<file path="src/sv/mpsm_pkg.sv">
// Shared constants, codes and result type of the multi-pattern string matcher.
`default_nettype none
package mpsm_pkg;

  localparam int NODES_DEF           = 256;
  localparam int ALPHABET_DEF        = 256;
  localparam int MAX_PATTERN_LEN_DEF = 32;
  localparam int MAX_RESULTS         = 32;

  typedef enum logic [1:0] {
    REQ_INSERT  = 2'd0,
    REQ_COMPILE = 2'd1,
    REQ_SEARCH  = 2'd2,
    REQ_CLEAR   = 2'd3
  } req_type_t;

  typedef enum logic [2:0] {
    ST_OK           = 3'd0,
    ST_FULL         = 3'd1,
    ST_TOO_LONG     = 3'd2,
    ST_NOT_COMPILED = 3'd3,
    ST_COMPILED     = 3'd4
  } status_t;

  typedef struct packed {
    logic [2:0]  status;
    logic        match_valid;
    logic [7:0]  match_tag;
    logic [31:0] match_start;
    logic [31:0] match_end;
    logic [5:0]  match_length;
    logic        last_result;
  } res_t;

  function automatic res_t status_res(input status_t st);
    res_t r;
    r = '0;
    r.status = st;
    r.last_result = 1'b1;
    return r;
  endfunction

endpackage
`default_nettype wire

</file>
<file path="src/sv/mpsm_ifs.sv">
// Request and result channel interfaces of the multi-pattern string matcher.
`default_nettype none


interface mpsm_res_if;
  logic        valid;
  logic        ready;
  logic [2:0]  status;
  logic        match_valid;
  logic [7:0]  match_tag;
  logic [31:0] match_start;
  logic [31:0] match_end;
  logic [5:0]  match_length;
  logic        last_result;

  modport source(output valid, status, match_valid, match_tag, match_start, match_end,
                 match_length, last_result, input ready);
  modport sink(input valid, status, match_valid, match_tag, match_start, match_end,
               match_length, last_result, output ready);
endinterface
`default_nettype wire

</file>
<file path="src/sv/mpsm_obuf.sv">
// Two-entry result buffer between the sequencer and the result channel.
`default_nettype none
module mpsm_obuf (
  input  logic             clk,
  input  logic             rst,
  input  logic             push_valid,
  output logic             push_ready,
  input  mpsm_pkg::res_t   push_data,
  mpsm_res_if.source       res
);

  mpsm_pkg::res_t d0, d1;
  logic [1:0] cnt;
  logic push, pop;

  assign push_ready = (cnt != 2'd2);
  assign push = push_valid && push_ready;
  assign pop  = res.valid && res.ready;

  assign res.valid        = (cnt != 2'd0);
  assign res.status       = d0.status;
  assign res.match_valid  = d0.match_valid;
  assign res.match_tag    = d0.match_tag;
  assign res.match_start  = d0.match_start;
  assign res.match_end    = d0.match_end;
  assign res.match_length = d0.match_length;
  assign res.last_result  = d0.last_result;

  always_ff @(posedge clk) begin
    if (rst) begin
      cnt <= 2'd0;
    end else begin
      if (push && !pop) begin
        cnt <= cnt + 2'd1;
      end else if (pop && !push) begin
        cnt <= cnt - 2'd1;
      end
    end
  end

  always_ff @(posedge clk) begin
    if (push && pop) begin
      if (cnt == 2'd1) begin
        d0 <= push_data;
      end else begin
        d0 <= d1;
        d1 <= push_data;
      end
    end else if (pop) begin
      d0 <= d1;
    end else if (push) begin
      if (cnt == 2'd0) begin
        d0 <= push_data;
      end else begin
        d1 <= push_data;
      end
    end
  end

endmodule
`default_nettype wire

</file>
<file path="src/flat_wrapper.sv">
// flat-port wrapper written by rule: the top's interface ports become plain ports
module mpsm_obuf_flat 
  (clk, rst, push_valid, push_ready, push_data, res_valid, res_status, res_match_valid, res_match_tag, res_match_start, res_match_end, res_match_length, res_last_result, res_ready);
  mpsm_res_if res_i ();
  input  logic clk;
  input  logic rst;
  input  logic push_valid;
  output logic push_ready;
  input  mpsm_pkg::res_t push_data;
  output wire logic [$bits(res_i.valid)-1:0] res_valid;
  output wire logic [$bits(res_i.status)-1:0] res_status;
  output wire logic [$bits(res_i.match_valid)-1:0] res_match_valid;
  output wire logic [$bits(res_i.match_tag)-1:0] res_match_tag;
  output wire logic [$bits(res_i.match_start)-1:0] res_match_start;
  output wire logic [$bits(res_i.match_end)-1:0] res_match_end;
  output wire logic [$bits(res_i.match_length)-1:0] res_match_length;
  output wire logic [$bits(res_i.last_result)-1:0] res_last_result;
  input wire logic [$bits(res_i.ready)-1:0] res_ready;
  assign res_valid = res_i.valid;
  assign res_status = res_i.status;
  assign res_match_valid = res_i.match_valid;
  assign res_match_tag = res_i.match_tag;
  assign res_match_start = res_i.match_start;
  assign res_match_end = res_i.match_end;
  assign res_match_length = res_i.match_length;
  assign res_last_result = res_i.last_result;
  assign res_i.ready = res_ready;
  mpsm_obuf u_core (.clk(clk), .rst(rst), .push_valid(push_valid), .push_ready(push_ready), .push_data(push_data), .res(res_i));
endmodule
</file>
<file path="config.mk">
export PLATFORM = sky130hd
export DESIGN_NAME = mpsm_obuf_flat
export DESIGN_NICKNAME = d
export VERILOG_FILES = /design/src/sv/mpsm_pkg.sv /design/src/sv/mpsm_ifs.sv /design/src/sv/mpsm_obuf.sv /design/src/flat_wrapper.sv
export SDC_FILE = /design/constraint.sdc
export NUM_CORES = 1
export LEC_CHECK = 0
export ABC_AREA = 1
export BUFFER_PORTS_ARGS = -buffer_cell sky130_fd_sc_hd__buf_4
export CORE_MARGIN = 5
export CORE_UTILIZATION = 55
export DETAILED_ROUTE_END_ITERATION = 8
export GPL_ROUTABILITY_DRIVEN = 0
export PLACE_DENSITY_LB_ADDON = 0.25
export SYNTH_ARGS = -nofsm -noshare
export SYNTH_HDL_FRONTEND = slang
export SYNTH_SLANG_ARGS = --single-unit
</file>
<file path="constraint.sdc">
create_clock -name clk -period 11.7 [get_ports clk]
set_input_delay 2.34 -clock clk [delete_from_list [all_inputs] [get_ports clk]]
set_output_delay 2.34 -clock clk [all_outputs]
set_load 0.01 [all_outputs]
</file>
* Word level (Yosys, flattened, before mapping) *
Cells that the tools add are included.

cells by class
  $lt $le $gt $ge = 0
  add/subtract/negate cells = 2
  shift-type cells = 0
  reductions and logical operators = 15
  equal/unequal tests = 5
  bitwise gates (word level) = 0
  divide/modulo/power cells = 0
  muxes and demuxes = 12
  multiply operators = 0

operators with widths
  operator               number
  $mux W83               10
  $ne A2 B2 Y1 const B   3
  $reduce_bool A2 Y1     3
  $reduce_bool A3 Y1     2
  $logic_and A1 B1 Y1    5
  $mux W2                2
  $reduce_and A4 Y1      1
  $add A2 B1 Y2 const B  1
  $eq A2 B1 Y1 const B   1
  $logic_not A1 Y1       2
  $logic_not A2 Y1       1
  $ne A2 B1 Y1 const B   1
  $reduce_and A2 Y1      1
  $sub A2 B1 Y2 const B  1

storage, ports and cells
  output and inout port bits = 85
  register bits = 168
  logic and storage cells = 49
  bits in read-only memories = 0
  bits in latches = 0
  memories = 0
  bits of input ports = 87
  memory bits (writable) = 0

* Logic depth before layout (Yosys ltp) *
  depth after elaboration = 6
  gate-level depth with buffers = 11

* Worst setup path after synthesis *
OpenSTA, ideal clock, no wires.

  kind = in2reg
  start = in push_valid
  end = reg u_core.d0 (netlist bit u_core.res.last_result), enable pin
  data required time = 11.061 ns
  path buffers = 0
  setup time = 0.639 ns
  stages = 2
  arrival time = 8.242 ns
  path slack = 2.820 ns
  cell sequence = nand2_2 o21ai_0

between the ends
  longest elaborated chain between the ends = 4
  elaborated cells between the ends (all ways) = 5
  those cells by class = reduce/logical (5)

RTL lines
  element                               line               source
  start, declared                       flat_wrapper.sv:7  input logic push_valid;
  $logic_and A1 B1 Y1 *                 mpsm_obuf.sv:17    assign push = push_valid && push_ready;
  $logic_and A1 B1 Y1                   mpsm_obuf.sv:42    if (push && pop) begin
  $reduce_bool A3 Y1 (no source line)   --
  $reduce_and A2 Y1 (no source line) *  --
  end signal, assigned                  mpsm_obuf.sv:44    d0 <= push_data;
  end signal, assigned                  mpsm_obuf.sv:53    d0 <= push_data;
  end, declared                         mpsm_obuf.sv:12    mpsm_pkg::res_t d0, d1;

Mark *: on every way between the ends. The rest lies on a longest branch, timed or not.
A chain may end at the register's enable or synchronous reset.

* Worst setup path after layout *
  start = in res_ready
  end = reg u_core.d1[44] (netlist name), enable pin

between the ends
  longest elaborated chain between the ends = 4
  elaborated cells between the ends (all ways) = 7
  those cells by class = eq/ne (3); reduce/logical (4)

RTL lines
  element                                                      line                source
  start, declared                                              flat_wrapper.sv:18  input wire logic [$bits(res_i.ready)-1:0] res_ready;
  $logic_and A1 B1 Y1 *                                        mpsm_obuf.sv:18     assign pop = res.valid && res.ready;
  $logic_and A1 B1 Y1                                          mpsm_obuf.sv:42
  $ne A2 B2 Y1 (no source line), or another cell as far along  --
  $reduce_and A4 Y1 (no source line) *                         --
  end signal, assigned                                         mpsm_obuf.sv:47     d1 <= push_data;
  end signal, assigned                                         mpsm_obuf.sv:55     d1 <= push_data;
  end, declared                                                mpsm_obuf.sv:12

Marks and branches as above.

==> results.cfg <==
[logic_synthesis]
synth-seq-area-share = 0.625
syn_inst = 756
synth-edff-count = 166
synthFlopType = edfxtp_1
syn_area_um2 = 8040
syn-num-nets = 848
ys.warnings.count = 0
yosysUniqueCellTypes = 17
yosys_register_bits = 168
avgSynthCellArea_um2 = 10.6
async_flop_share = 0

[worst_setup_path]
criticalPathCategory = in2reg
path_max_fanout = 103
cp_cell_sequence = buf_4, nand2_4, buf_4, nor2_4, a21oi_4, buf_4
critPathTopFamily = buffers and inverters
cp_slowest_stage_delay_ps = 840
cp_common_cell = buf_4
end_kind = flip-flop
crit_required_ps = 11750
cp_num_buf_inv = 3
crit_path_start_kind = input pin
slowest_stage = buf_4
crit_arrival_ps = 5230

[clock_network]
cts_tree = done
clockBufferDepth = 2
htree_levels = 4
ctsResizeCount = 0
clk_pin_slew_ps = 60
clk_latency_ps = 420
cts_setup_buffers = 0
hold_buffers = 0
numCtsBuffers = 17
clockRootBuffer = clkbuf_16
numClockSinks = 168

[global_routing]
grt_pass1_vias = 6128
grt_pass1_wl_um = 28700
grt_max_degree = 104
grt-ovfl-total = 0
grt_usage = 0.214
antenna_found_initial = 0

[layout]
final_nets = 988
synthToLayoutAreaGrowth_pct = 23.2
final_common_cell = nand2_1
diodes = 0
final_cell_mix = nand2_1, buf_4, edfxtp_1
drive_gt1_frac = 0.231

[floorplanning]
rows = 44
floorplan.die.height_um = 131
die-area_um2 = 17100
placeableCoreArea_um2 = 14400
start_util = 0.557
die_w_um = 131
io_pins = 172

[route]
routed_wl_um = 18100
first_pass_iters = 5
drt_iter0_markers = 423
vias = 6103
post_drt_wl_per_cell_um = 16.6
drc = 0
ant_nets = 0
viasPerCell = 5.59

[sta]
max_freq_mhz = 193
hold_viol = 0
rsz0062_at_grt = no
clock_skew_ps = 9.49
setup_viol = 0
max_slew_margin = 0.335
setup_tns_ps = 0
fin_crit_ps = 5190
finalMaxSlewViolations = 0
tightest_slew_ps = 998
fin_crit_sh = 0.443
setup_ws_ps = 6510

[placed_design]
pre_cts_slack_ps = 6020
io_buffer_count = 171
hpwlAfterDp_um = 12000

[run]
maxCapViolations = 0

[power]
total_power_mw = 2.53
power.density_nw_per_um2 = 256
p_leak_nw = 4.13
ir_drop_mv = 0.169

[min_path]
min_path_type = reg2reg

[status]
status = finished clean
==> cells in the mapped netlist, types with 3 or more instances <==
library cell | number | area share
o211ai_1 | 164 | 0.15
buf_4 | 8 | 0.0075
clkbuf_1 | 10 | 0.0047
a21oi_1 | 3 | 0.0019
buf_6 | 8 | 0.011
ha_1 | 5 | 0.0078
o21ai_0 | 6 | 0.0037
buf_2 | 29 | 0.018
inv_1 | 91 | 0.042
nand2_1 | 254 | 0.12
nor2_1 | 4 | 0.0019
edfxtp_1 | 166 | 0.62
==> tightest hold or removal path, stage by stage, from the launching register on <==
cell and delay [ps]:
edfxtp_1 340, o211ai_1 80, nand2_1 60
==> power by group <==
part	total, mW	internal (mW)	switching, mW
sequential	1.08	0.989	0.0877
clock	0.566	0.352	0.215
combinational	0.889	0.325	0.564
==> per-stage QoR <==
step | utilization | instance area [µm²] | std cells | hold WS [ps]
3_5_place_dp | 0.645 | 9310 | 1061 | 573
6_report | 0.686 | 9900 | 1092 | 588
4_1_cts | 0.686 | 9900 | 1092 | 591
3_3_place_gp | 0.645 | 9310 | 1061 | 532
2_1_floorplan | - | 8040 | 756 | 516
5_1_grt | 0.686 | 9900 | 1092 | 609
==> routing by layer <==
metal,global-route usage,vias to the layer above,part of all wire
li1,-,2941,-
met1,0.253,2912,0.39
met2,0.377,223,0.52
met3,0.0569,27,0.075
met4,0.0768,0,0.019
met5,0,-,0
==> logic make-up (layout without fill, tap and decap cells) <==
group,after synthesis,count (layout),synth area share
and+or+nand+nor,262,262,0.123
DFF,168,168,0.625
buffers and inverters,148,300,0.0848
adders and majority gates,5,5,0.00778
AOI/OAI and AO/OA,173,173,0.159
==> state kept, by name, indices dropped and copies added, names as in the netlist <==
| name | cells |
|---|---|
| u_core.res.match_tag | 8 |
| u_core.res.last_result | 1 |
| u_core.res.status | 3 |
| u_core.cnt | 2 |
| u_core.res.match_length | 6 |
| u_core.res.match_valid | 1 |
| u_core.d1 | 83 |
| u_core.res.match_end | 32 |
| u_core.res.match_start | 32 |
==> worst paths after layout <==
path	startpoint	endpoint	cells after the start	slack (ps)
min	u_core.d1[3]	u_core.res.match_length[2]	2	590
max reg2reg	u_core.cnt[0]	u_core.d1[44]	9	7790
min reg2reg	u_core.d1[3]	u_core.res.match_length[2]	2	590
max	res_ready	u_core.d1[44]	6	6510
==> layout make-up <==
type | count | area, µm²
clock buffers | 19 | 433
clock inverters | 12 | 158
fillers | 1059 | 4520
inverters | 93 | 349
multi-input cells | 440 | 2380
flip-flops and latches | 168 | 5020
well taps | 184 | 230
repair buffers | 176 | 1320
Note: power is estimated with default switching activity, not from simulation.
